===== config.mk =====
export PLATFORM = sky130hd
export DESIGN_NAME = partition_fit_allocator_unit
export DESIGN_NICKNAME = d
export VERILOG_FILES = /design/src/hw/rtl/pfa_pkg.sv /design/src/hw/rtl/partition_fit_allocator_unit.sv /design/src/hw/rtl/pfa_ctrl.sv /design/src/hw/rtl/pfa_dp.sv
export SDC_FILE = /design/constraint.sdc
export NUM_CORES = 1
export LEC_CHECK = 0
export CORE_MARGIN = 2
export CORE_UTILIZATION = 50
export CTS_CLUSTER_SIZE = 20
export DETAILED_ROUTE_END_ITERATION = 10
export DONT_BUFFER_PORTS = 1
export GPL_ROUTABILITY_DRIVEN = 0
export SYNTH_ARGS = -nofsm -noshare
export SYNTH_HDL_FRONTEND = slang
export SYNTH_HIERARCHICAL = 1
export SYNTH_SLANG_ARGS = --single-unit

===== constraint.sdc =====
create_clock -name aclk -period 12.45 [get_ports aclk]
set_input_delay 1.245 -clock aclk [delete_from_list [all_inputs] [get_ports aclk]]
set_output_delay 1.245 -clock aclk [all_outputs]
set_load 0.01 [all_outputs]

===== src/hw/rtl/pfa_pkg.sv =====
package pfa_pkg;

    // default table depth
    localparam int NUM_PARTITIONS_DEF = 16;

    // field widths
    localparam int CMD_W   = 2;
    localparam int PIDX_W  = 4;
    localparam int SIZE_W  = 16;
    localparam int TOTAL_W = 20;
    localparam int MODE_W  = 2;
    localparam int COUNT_W = 5;

    // stream and register port widths
    localparam int S_TDATA_W  = 24;
    localparam int M_TDATA_W  = 64;
    localparam int CFG_ADDR_W = 3;
    localparam int CFG_DATA_W = 32;

    // input beat layout, lowest bit first
    localparam int S_CMD_LO  = 0;
    localparam int S_PIDX_LO = S_CMD_LO + CMD_W;
    localparam int S_SIZE_LO = S_PIDX_LO + PIDX_W;

    // result beat layout, lowest bit first
    localparam int M_ALLOC_LO = 0;
    localparam int M_IDX_LO   = M_ALLOC_LO + 1;
    localparam int M_SIZE_LO  = M_IDX_LO + PIDX_W;
    localparam int M_FRAG_LO  = M_SIZE_LO + SIZE_W;
    localparam int M_TOTAL_LO = M_FRAG_LO + SIZE_W;

    // saturation point of the running fragment total
    localparam logic [TOTAL_W-1:0] TOTAL_MAX = TOTAL_W'(1048560);

    // command codes
    localparam logic [CMD_W-1:0] CMD_LOAD    = 2'd0;
    localparam logic [CMD_W-1:0] CMD_ALLOC   = 2'd1;
    localparam logic [CMD_W-1:0] CMD_RESTART = 2'd2;

    // placement policies
    localparam logic [MODE_W-1:0] FIT_FIRST = 2'd0;
    localparam logic [MODE_W-1:0] FIT_BEST  = 2'd1;
    localparam logic [MODE_W-1:0] FIT_WORST = 2'd2;

    // register index, taken from paddr[2]
    localparam logic REG_FIT_MODE   = 1'b0;
    localparam logic REG_PART_COUNT = 1'b1;

    // reset value of the partition count register
    localparam logic [COUNT_W-1:0] PART_COUNT_RST = 5'd16;

    // controller to datapath
    typedef struct packed {
        logic start;   // input beat taken
        logic step;    // read next table entry
        logic finish;  // commit and load the result register
    } pfa_cmd_t;

    // datapath to controller
    typedef struct packed {
        logic in_alloc;  // beat at the input is an allocate request
        logic scan_end;  // every entry in use has been read
    } pfa_status_t;

endpackage


===== src/hw/rtl/partition_fit_allocator_unit.sv =====
// channel   | ports                  | beat contents
// ----------+------------------------+------------------------------------------------
// request   | s_tvalid/s_tready/data | command, partition index, size (kB)
// result    | m_tvalid/m_tready/data | allocated, index, size, fragment, running total
// config    | apb psel ... pready    | fit mode at 0x0, partition count at 0x4
//
// an allocate scans min(partition_count, NUM_PARTITIONS) table entries before it commits;
// the scan reads one table entry per cycle through the table's
// single registered read port. load, restart and unused codes skip the scan and go to commit.
// reset is synchronous, active low, and empties the table and the total at once.
// a waiting result does not block the next request; a second result waits for the first.
module partition_fit_allocator_unit #(
    parameter int NUM_PARTITIONS = pfa_pkg::NUM_PARTITIONS_DEF
) (
    input  logic                             aclk,
    input  logic                             aresetn,
    // [1:0] command, [5:2] partition_index, [21:6] size_kb, [23:22] zero
    input  logic [pfa_pkg::S_TDATA_W-1:0]    s_tdata,
    input  logic                             s_tvalid,
    output logic                             s_tready,
    // [0] allocated, [4:1] chosen_index, [20:5] chosen_size_kb,
    // [36:21] fragment_kb, [56:37] total_fragment_kb, [63:57] zero
    output logic [pfa_pkg::M_TDATA_W-1:0]    m_tdata,
    output logic                             m_tvalid,
    input  logic                             m_tready,
    input  logic                             psel,
    input  logic                             penable,
    input  logic                             pwrite,
    input  logic [pfa_pkg::CFG_ADDR_W-1:0]   paddr,
    input  logic [pfa_pkg::CFG_DATA_W-1:0]   pwdata,
    output logic [pfa_pkg::CFG_DATA_W-1:0]   prdata,
    output logic                             pready
);

    logic [pfa_pkg::MODE_W-1:0]  fit_mode_reg;
    logic [pfa_pkg::COUNT_W-1:0] part_count_reg;
    logic                        cfg_wr;
    pfa_pkg::pfa_cmd_t           cmd;
    pfa_pkg::pfa_status_t        status;

    // register port
    assign pready = 1'b1;
    assign cfg_wr = psel && penable && pwrite && pready;

    always_ff @(posedge aclk) begin
        if (!aresetn) begin
            fit_mode_reg   <= pfa_pkg::FIT_FIRST;
            part_count_reg <= pfa_pkg::PART_COUNT_RST;
        end else if (cfg_wr) begin
            if (paddr[2] == pfa_pkg::REG_FIT_MODE) begin
                fit_mode_reg <= pwdata[pfa_pkg::MODE_W-1:0];
            end else begin
                part_count_reg <= pwdata[pfa_pkg::COUNT_W-1:0];
            end
        end
    end

    // read back
    always_comb begin
        case (paddr[2])
            pfa_pkg::REG_FIT_MODE:   prdata = pfa_pkg::CFG_DATA_W'(fit_mode_reg);
            pfa_pkg::REG_PART_COUNT: prdata = pfa_pkg::CFG_DATA_W'(part_count_reg);
            default:                 prdata = '0;
        endcase
    end

    pfa_ctrl u_ctrl (
        .aclk     (aclk),
        .aresetn  (aresetn),
        .s_tvalid (s_tvalid),
        .s_tready (s_tready),
        .m_tvalid (m_tvalid),
        .m_tready (m_tready),
        .status   (status),
        .cmd      (cmd)
    );

    pfa_dp #(
        .NUM_PARTITIONS (NUM_PARTITIONS)
    ) u_dp (
        .aclk            (aclk),
        .aresetn         (aresetn),
        .s_tdata         (s_tdata),
        .fit_mode        (fit_mode_reg),
        .partition_count (part_count_reg),
        .cmd             (cmd),
        .status          (status),
        .m_tdata         (m_tdata)
    );

endmodule


===== src/hw/rtl/pfa_ctrl.sv =====
module pfa_ctrl (
    input  logic                 aclk,
    input  logic                 aresetn,
    input  logic                 s_tvalid,
    output logic                 s_tready,
    output logic                 m_tvalid,
    input  logic                 m_tready,
    input  pfa_pkg::pfa_status_t status,
    output pfa_pkg::pfa_cmd_t    cmd
);

    typedef enum logic [1:0] {
        ST_IDLE,
        ST_SCAN,
        ST_DONE
    } state_t;

    state_t state_reg;
    state_t state_next;
    logic   m_tvalid_reg;
    logic   m_tvalid_next;

    // commands to the datapath
    always_comb begin
        cmd.start  = (state_reg == ST_IDLE) && s_tvalid;
        cmd.step   = (state_reg == ST_SCAN) && !status.scan_end;
        cmd.finish = (state_reg == ST_DONE) && (!m_tvalid_reg || m_tready);
    end

    // next state
    always_comb begin
        state_next = state_reg;
        case (state_reg)
            ST_IDLE: begin
                if (cmd.start) begin
                    state_next = status.in_alloc ? ST_SCAN : ST_DONE;
                end
            end
            ST_SCAN: begin
                if (status.scan_end) begin
                    state_next = ST_DONE;
                end
            end
            ST_DONE: begin
                if (cmd.finish) begin
                    state_next = ST_IDLE;
                end
            end
            default: begin
                state_next = ST_IDLE;
            end
        endcase
    end

    // result beat valid: set on commit, dropped once taken
    always_comb begin
        m_tvalid_next = m_tvalid_reg;
        if (cmd.finish) begin
            m_tvalid_next = 1'b1;
        end else if (m_tready) begin
            m_tvalid_next = 1'b0;
        end
    end

    // state and registered outputs
    always_ff @(posedge aclk) begin
        if (!aresetn) begin
            state_reg    <= ST_IDLE;
            m_tvalid_reg <= 1'b0;
        end else begin
            state_reg    <= state_next;
            m_tvalid_reg <= m_tvalid_next;
        end
    end

    assign s_tready = (state_reg == ST_IDLE);
    assign m_tvalid = m_tvalid_reg;

`ifndef SYNTH
    // load, restart and unused codes go straight to the commit state
    a_short_cmd: assert property (@(posedge aclk) disable iff (!aresetn)
        cmd.start && !status.in_alloc |=> state_reg == ST_DONE)
        else $error("non-allocate beat did not go to commit");

    // a finished scan always ends in the commit state
    a_scan_exit: assert property (@(posedge aclk) disable iff (!aresetn)
        state_reg == ST_SCAN && status.scan_end |=> state_reg == ST_DONE)
        else $error("scan did not finish into commit");

    // after a commit the result is shown and the input side is open again
    a_commit_out: assert property (@(posedge aclk) disable iff (!aresetn)
        cmd.finish |=> m_tvalid_reg && s_tready)
        else $error("commit did not present a result");

    // a result only appears through a commit
    a_no_stray: assert property (@(posedge aclk) disable iff (!aresetn)
        $rose(m_tvalid_reg) |-> $past(cmd.finish))
        else $error("result beat without commit");
`endif

endmodule


===== src/hw/rtl/pfa_dp.sv =====
module pfa_dp #(
    parameter int NUM_PARTITIONS = pfa_pkg::NUM_PARTITIONS_DEF
) (
    input  logic                             aclk,
    input  logic                             aresetn,
    input  logic [pfa_pkg::S_TDATA_W-1:0]    s_tdata,
    input  logic [pfa_pkg::MODE_W-1:0]       fit_mode,
    input  logic [pfa_pkg::COUNT_W-1:0]      partition_count,
    input  pfa_pkg::pfa_cmd_t                cmd,
    output pfa_pkg::pfa_status_t             status,
    output logic [pfa_pkg::M_TDATA_W-1:0]    m_tdata
);

    localparam int IDX_W = (NUM_PARTITIONS > 1) ? $clog2(NUM_PARTITIONS) : 1;
    localparam int CNT_W = $clog2(NUM_PARTITIONS + 1);
    localparam int SW    = pfa_pkg::SIZE_W;
    localparam int TW    = pfa_pkg::TOTAL_W;

    // input beat fields
    logic [pfa_pkg::CMD_W-1:0]  in_cmd;
    logic [pfa_pkg::PIDX_W-1:0] in_pidx;
    logic [SW-1:0]              in_size;
    logic [IDX_W-1:0]           ld_addr;
    logic                       ld_ok;

    // table of loaded sizes and per-entry flags
    logic [SW-1:0]             orig_mem [NUM_PARTITIONS];
    logic [NUM_PARTITIONS-1:0] orig_valid_reg;
    logic [NUM_PARTITIONS-1:0] used_reg;

    // scan state
    logic [CNT_W-1:0]          cnt_reg;
    logic [CNT_W-1:0]          lim;
    logic [IDX_W-1:0]          scan_addr;
    logic [SW-1:0]             rd_data_reg;
    logic                      rd_live_reg;
    logic [IDX_W-1:0]          rd_addr_reg;
    logic                      rd_pend_reg;
    logic [SW-1:0]             eff_size;
    logic                      take;

    // request and running choice
    logic [pfa_pkg::CMD_W-1:0] op_reg;
    logic [SW-1:0]             req_reg;
    logic                      found_reg;
    logic [IDX_W-1:0]          best_idx_reg;
    logic [SW-1:0]             best_size_reg;

    // commit arithmetic
    logic [TW-1:0]             total_reg;
    logic [TW-1:0]             total_new;
    logic [SW-1:0]             frag;
    logic [TW:0]               sum;
    logic                      alloc_ok;
    logic [pfa_pkg::M_TDATA_W-1:0] out_reg;
    logic [pfa_pkg::M_TDATA_W-1:0] out_next;

    assign in_cmd  = s_tdata[pfa_pkg::S_CMD_LO +: pfa_pkg::CMD_W];
    assign in_pidx = s_tdata[pfa_pkg::S_PIDX_LO +: pfa_pkg::PIDX_W];
    assign in_size = s_tdata[pfa_pkg::S_SIZE_LO +: SW];
    assign ld_addr = IDX_W'(in_pidx);
    assign ld_ok   = 32'(in_pidx) < NUM_PARTITIONS;

    // entries in use, clipped to the table depth
    assign lim = (32'(partition_count) > NUM_PARTITIONS) ? CNT_W'(NUM_PARTITIONS)
                                                         : CNT_W'(partition_count);
    assign scan_addr = cnt_reg[IDX_W-1:0];

    assign status.in_alloc = (in_cmd == pfa_pkg::CMD_ALLOC);
    assign status.scan_end = (cnt_reg == lim);

    // remaining size of the entry just read: zero if never loaded or already taken
    assign eff_size = rd_live_reg ? rd_data_reg : '0;

    // fit compare, ties keep the lower index
    always_comb begin
        take = 1'b0;
        if (rd_pend_reg && (eff_size >= req_reg)) begin
            if (!found_reg) begin
                take = 1'b1;
            end else if (fit_mode == pfa_pkg::FIT_BEST) begin
                take = eff_size < best_size_reg;
            end else if (fit_mode == pfa_pkg::FIT_WORST) begin
                take = eff_size > best_size_reg;
            end
        end
    end

    // fragment and saturating total
    always_comb begin
        alloc_ok  = (op_reg == pfa_pkg::CMD_ALLOC) && found_reg;
        frag      = best_size_reg - req_reg;
        sum       = {1'b0, total_reg} + (TW + 1)'(frag);
        total_new = total_reg;
        if (alloc_ok) begin
            total_new = (sum > (TW + 1)'(pfa_pkg::TOTAL_MAX)) ? pfa_pkg::TOTAL_MAX
                                                              : sum[TW-1:0];
        end
    end

    // result beat
    always_comb begin
        out_next = '0;
        out_next[pfa_pkg::M_TOTAL_LO +: TW] = total_new;
        if (alloc_ok) begin
            out_next[pfa_pkg::M_ALLOC_LO]                = 1'b1;
            out_next[pfa_pkg::M_IDX_LO +: pfa_pkg::PIDX_W] = pfa_pkg::PIDX_W'(best_idx_reg);
            out_next[pfa_pkg::M_SIZE_LO +: SW]           = best_size_reg;
            out_next[pfa_pkg::M_FRAG_LO +: SW]           = frag;
        end
    end

    // size table: one write port for loads, one registered read port for the scan
    always_ff @(posedge aclk) begin
        if (cmd.start && (in_cmd == pfa_pkg::CMD_LOAD) && ld_ok) begin
            orig_mem[ld_addr] <= in_size;
        end
        if (cmd.step) begin
            rd_data_reg <= orig_mem[scan_addr];
        end
    end

    // payload registers
    always_ff @(posedge aclk) begin
        if (cmd.start) begin
            op_reg  <= in_cmd;
            req_reg <= in_size;
        end
        if (cmd.step) begin
            rd_live_reg <= orig_valid_reg[scan_addr] && !used_reg[scan_addr];
            rd_addr_reg <= scan_addr;
        end
        if (take) begin
            best_idx_reg  <= rd_addr_reg;
            best_size_reg <= eff_size;
        end
        if (cmd.finish) begin
            out_reg <= out_next;
        end
    end

    // control state: flags, counter, total
    always_ff @(posedge aclk) begin
        if (!aresetn) begin
            orig_valid_reg <= '0;
            used_reg       <= '0;
            cnt_reg        <= '0;
            rd_pend_reg    <= 1'b0;
            found_reg      <= 1'b0;
            total_reg      <= '0;
        end else begin
            rd_pend_reg <= cmd.step;
            if (cmd.step) begin
                cnt_reg <= cnt_reg + CNT_W'(1);
            end
            if (take) begin
                found_reg <= 1'b1;
            end
            if (cmd.start) begin
                cnt_reg   <= '0;
                found_reg <= 1'b0;
                if ((in_cmd == pfa_pkg::CMD_LOAD) && ld_ok) begin
                    orig_valid_reg[ld_addr] <= 1'b1;
                    used_reg[ld_addr]       <= 1'b0;
                end
                if (in_cmd == pfa_pkg::CMD_RESTART) begin
                    used_reg  <= '0;
                    total_reg <= '0;
                end
            end
            if (cmd.finish) begin
                total_reg <= total_new;
                if (alloc_ok) begin
                    used_reg[best_idx_reg] <= 1'b1;
                end
            end
        end
    end

    assign m_tdata = out_reg;

endmodule

[Yosys cells after proc, flatten, opt, wreduce, memory -nomap -nowiden]
Memories as Yosys holds them, arrays and structs flattened. A register that Yosys moved wholly into a read port is not among the register bits.
Cells that the tools add are included.
Storage, ports and cells
  bits in writable memories: 256
  flip-flop bits (word level): 169
  output and inout port bits: 99
  memories: 1
  input port bits: 66
  logic and storage cells: 111
Operators by class
  reductions and logical operators: 26
  order comparisons: 10
  $add $sub $neg: 3
  multiplexer cells: 36
  bitwise gates (word level): 6
  equality and inequality tests: 11
Memories
  u_dp.orig_mem: depth 16, bits a word 16, read ports 1, clocked after Yosys merged registers in 1, wr ports 1, RTL line pfa_dp.sv:27  | logic [SW-1:0] orig_mem [NUM_PARTITIONS];
Operators by type and width (count)
  two-way mux 16 bit: 7
  two-way mux 20 bit: 5
  one-hot mux 32 bit (2 select lines): 1
  OR 16 bit: 2
  adder 20 x 16 -> 21 bit: 1
  > comparator 21 x 20 -> 1 bit (second input constant): 1
  bitwise AND 16 bit: 1
  >= comparator 16 bit: 1
  > comparator 16 bit: 1
  less-than comparator 16 bit: 1
  NOT 16 bit: 1
  subtractor 16 bit: 1
  less-than comparator 4 x 5 -> 1 bit (second input constant): 3
  two-way mux 1 bit: 13
  logical AND 1 bit: 11
  binary-select mux 1 bit (select 4 bit): 2
  demux 1 bit (select 4 bit): 2
  equality test 2 x 1 -> 1 bit (second input constant): 4
  >= comparator 4 x 1 -> 1 bit (second input constant): 2
  two-way mux 2 bit: 4
  AND reduction 2 bit: 4
  equality test 2 bit (second input constant): 3
  one-hot mux 2 bit (3 select lines): 1
  nonzero test 2 bit: 3
  other kinds (12): 17

[Logic depth before layout (Yosys ltp)]
  depth in word-level cells: 13
  mapped depth: 24
  gate-level depth less buffers: 22

[By module]
The synthesis kept the hierarchy.
By module, submodules not included
  pfa_dp: seq. area each 12351.8 µm², area each 18974.4 µm², cells an instance 1268, times used 1
  partition_fit_allocator_unit: seq. area each 140.1 µm², area each 556.8 µm², cells an instance 65, times used 1
  pfa_ctrl: seq. area each 60.1 µm², area each 170.2 µm², cells an instance 18, times used 1

[Worst setup path before layout]
No wires, ideal clock.
  path kind: register to register
  start: register u_dp.best_size_reg[0]
  end: register u_dp.total_reg[2]
  setup slack: 7.393 ns
  buffers on the path: 2
  cell stages (with the launch flop): 24
  setup time: 0.117 ns
  period minus slack after synthesis: 5.057 ns
  required time: 12.333 ns
  data arrival time: 4.940 ns
  cells stage by stage: edfxtp_1 -> inv_1 -> ha_1 -> inv_1 -> fa_1 -> a21o_1 -> a21oi_1 -> nor2b_1 -> o21a_1 -> o311ai_0 -> and3b_1 -> xnor2_1 -> ha_1 -> buf_6 -> and4_4 -> and2_1 -> a22oi_1 -> nand3_1 -> or4_4 -> a211oi_2 -> nand4_4 -> nor2b_4 -> buf_6 -> a32o_1
On the way
  longest elaborated chain between the ends: 6
RTL lines
  start: declaration: RTL line pfa_dp.sv:47  | logic [SW-1:0] best_size_reg;
  start signal: assignment: RTL line pfa_dp.sv:135  | best_size_reg <= eff_size;
  subtractor 16 bit: RTL line pfa_dp.sv:92  | frag = best_size_reg - req_reg;
  named net u_dp.frag[10]: RTL line pfa_dp.sv:52  | logic [SW-1:0] frag;
  adder 20 x 16 -> 21 bit: RTL line pfa_dp.sv:93  | sum = {1'b0, total_reg} + (TW + 1)'(frag);
  > comparator 21 x 20 -> 1 bit: RTL line pfa_dp.sv:96  | total_new = (sum > (TW + 1)'(pfa_pkg::TOTAL_MAX)) ? pfa_pkg::TOTAL_MAX
  two-way mux 20 bit: RTL line pfa_dp.sv:96
  two-way mux 20 bit: RTL line pfa_dp.sv:95  | if (alloc_ok) begin
  two-way mux 20 bit: RTL line pfa_dp.sv:171  | if (cmd.finish) begin
  end signal: assignment: RTL line pfa_dp.sv:172  | total_reg <= total_new;
  end: declaration: RTL line pfa_dp.sv:50  | logic [TW-1:0] total_reg;
The timed path passes the listed nets, and every way through them passes these cells.
A chain may end at the register's enable or synchronous reset.

[Worst setup path in the final report]
  start: register u_dp.best_size_reg[0]
  end: register u_dp.total_reg[6]
Same word-level chain as after synthesis.

==> results.yml <==
finish:
  drive_above_1_share_pct: 16.4
  fin_area_um2: 21600
  final_cell_mix: "372 x edfxtp_1, 103 x nor2_1, 81 x mux4_2"
  layout_commonest_cell: "edfxtp_1"
  seq_area_um2: 12600
  antenna_cells: 0
  stdcell_count: 1912
  final_nets: 1494
  area_growth_pct: 9.88
  largest_register_ffs: 256
  fillCellCount: 3122
  multi_input_area_um2: 6590
clock_network:
  cts.clk_slew.worst_paths_ns: 0.06
  ctsHoldBuffers: 0
  root_buffer: "clkbuf_16"
  htree_num_levels: 2
  cts_tree: "done"
  clk_path_buf_depth: 3
  cts_resized: 0
  clock_latency_ns: 0.57
  cts_buffers: 45
  post_cts_buffers: 0
  cts_sinks: 441
floorplanning:
  die_area_um2: 41000
  fp.dieW_um: 203
  rows: 72
  die_h_um: 203
  ios: 165
  core_area_um2: 38700
  initial_core_util_pct: 50.9
global_routing:
  grt_pass1_vias: 11000
  antenna_found_initial: 0
  grt_pass1_wl_mm: 65.8
  grt_max_degree: 75
  grt_usage_pct: 21.3
  grt_overflow: 0
status:
  status: "finished, final reports clean"
worst_setup_path:
  worstSetupStartpointType: "register"
  path_cells: "inv_1 > ha_1 > inv_1 > fa_1 > a21o_1 > a21oi_1 > nor2b_1 > o21a_1 > o311ai_0 > a31oi_1 > xor2_1 > ha_1 > and4_4 > and2_1 > a22oi_1 > nand3_1 > a21oi_1 > o21a_1 > nand2_1 > nor2b_4 > a221oi_2"
  endpoint_kind: "register"
  arrival_ns: 6.45
  worstPathRequired_ns: 12.86
  cp_slowest_cell: "o21a_1"
  crit_buf_inv: 2
  setup.worst_path.class: "register to register"
  crit_fanout: 17
  cp_top_family: "compound AO/OA/AOI/OAI gates"
  critPathMaxStageDelay_ns: 0.62
logic_synthesis:
  syn_area_per_cell_um2: 14.6
  syn_inst: 1351
  ys_seq_elements: 441
  yosys_warnings: 6
  synth_edf_count: 372
  ys_async_sr_fraction_pct: 0
  ys_seq_area_share_pct: 63.7
  synth_cell_type_count: 85
  synth_flop_cell: "edfxtp_1"
  syn_area_um2: 19700
sta:
  rsz0062_at_grt: "false"
  worstMarginPinSlew_ns: 0.976
  fmax_ghz: 0.166
  max_slew_margin_pct: 34.9
  fin_crit_ns: 6.04
  finalCritPeriodShare_pct: 48.5
  skew_ns: 0.0191
  setup_viol: 0
  final-max-slew-violation-count: 0
  fin_tns_setup_ns: 0
  hold_viol: 0
  whs_ns: 0.419
detailed_routing:
  routedWlPerCell_um: 22.5
  vias: 11000
  routed_via_density: 5.76
  remaining_drc_errors: 0
  drt-total-wl_mm: 43.0
  ant_nets: 0
  drtIter0Drc: 808
  first_pass_iters: 7
pwr:
  power.leakage_nw: 7.46
  peakVddDrop_mv: 0.126
  p_per_area_nw_per_um2: 144
flow_run:
  maxCapViolCount: 0
worst_hold_path:
  hold_path_class: "register to register"
placed_design:
  dp_hpwl_mm: 27.4
  dpl_cell_area_um2: 20200
  portBuffers: 0
  dpl.cell_count: 1831
cells in the mapped netlist (4+ instances only):
library cell / number / area share (%)
nand2b_1: 14 / 0.44
o22a_1: 4 / 0.18
a32o_1: 6 / 0.30
nor2_1: 114 / 2.2
ha_1: 66 / 4.2
edfxtp_1: 372 / 57
dfxtp_1: 69 / 7.0
nand2_1: 79 / 1.5
xor2_1: 15 / 0.67
or2_2: 5 / 0.16
nand3_1: 11 / 0.28
or3_1: 4 / 0.13
nor2b_1: 8 / 0.25
a221oi_2: 9 / 0.69
mux2i_1: 9 / 0.46
buf_4: 36 / 1.4
o211ai_1: 17 / 0.65
a21boi_0: 6 / 0.23
xnor2_1: 19 / 0.84
o32ai_1: 6 / 0.27
a311oi_1: 5 / 0.22
and2_1: 41 / 1.3
nand3b_1: 5 / 0.19
a31oi_1: 9 / 0.29
clkbuf_1: 47 / 0.90
nand4_1: 13 / 0.41
nor3_1: 13 / 0.33
a211oi_1: 4 / 0.15
a21o_1: 17 / 0.65
a21oi_1: 66 / 1.7
mux4_2: 81 / 9.3
inv_1: 56 / 1.1
and3_1: 10 / 0.32
o21a_1: 9 / 0.34
buf_1: 6 / 0.11
o21ai_0: 20 / 0.51
o31ai_1: 5 / 0.19
per-layer routing:
metal | part of all wire [%] | up-vias | GRT usage (%) | routed length, um
li1 | - | 5104 | - | -
met1 | 43 | 5556 | 28.0 | 18500
met2 | 49 | 267 | 35.8 | 21200
met3 | 4.5 | 92 | 4.06 | 1930
met4 | 3.2 | 0 | 7.51 | 1390
met5 | 0 | - | 0 | 0
cells by family after synthesis:
| group | synth area share (%) |
|---|---|
| flip-flops | 63.7 |
| AND/OR/NAND/NOR | 8.77 |
| buffers and inverters | 3.66 |
| other | 0.0572 |
| multiplexers | 9.83 |
| adder cells (fa/ha/maj) | 4.39 |
| AO/OA/AOI/OAI | 8.06 |
| XOR/XNOR | 1.51 |
stage by stage:
| stage | utilization [%] | worst slack [ns] | power, W |
|---|---|---|---|
| 2_1_floorplan | - | 7.39 | 0.00179 |
| 3_3_place_gp | 52.1 | 6.43 | 0.00182 |
| 3_5_place_dp | 52.1 | 6.40 | 0.00182 |
| 4_1_cts | 55.9 | 6.37 | 0.00316 |
| 5_1_grt | 55.9 | 5.86 | 0.00324 |
| 6_report | 55.9 | 6.41 | 0.00313 |
area by class of cell:
class	instances	area share (%)
flip-flops and latches	441	58.0
multi-input cells	792	30.4
clock buffers	60	5.79
well taps	518	2.99
inverters	57	0.988
clock inverters	21	0.965
repair buffers	23	0.798
worst paths after layout:
| path | start | end | slack, ns | cells after the start |
|---|---|---|---|---|
| worst max-delay path | u_dp/best_size_reg[0] | u_dp/total_reg[6] | 6.41 | 21 |
| worst min-delay path | u_dp/rd_addr_reg[2] | u_dp/best_idx_reg[2] | 0.42 | 0 |
| worst max register to register | u_dp/best_size_reg[0] | u_dp/total_reg[6] | 6.41 | 21 |
| worst min register to register | u_dp/rd_addr_reg[2] | u_dp/best_idx_reg[2] | 0.42 | 0 |
power by group:
group	switching, W	internal [W]	leakage [nW]
sequential	0.0000173	0.00162	3.94
combinational	0.0000973	0.0000527	2.80
clock	0.000547	0.000788	0.723
No activity file was read; power rests on OpenSTA's default activity.
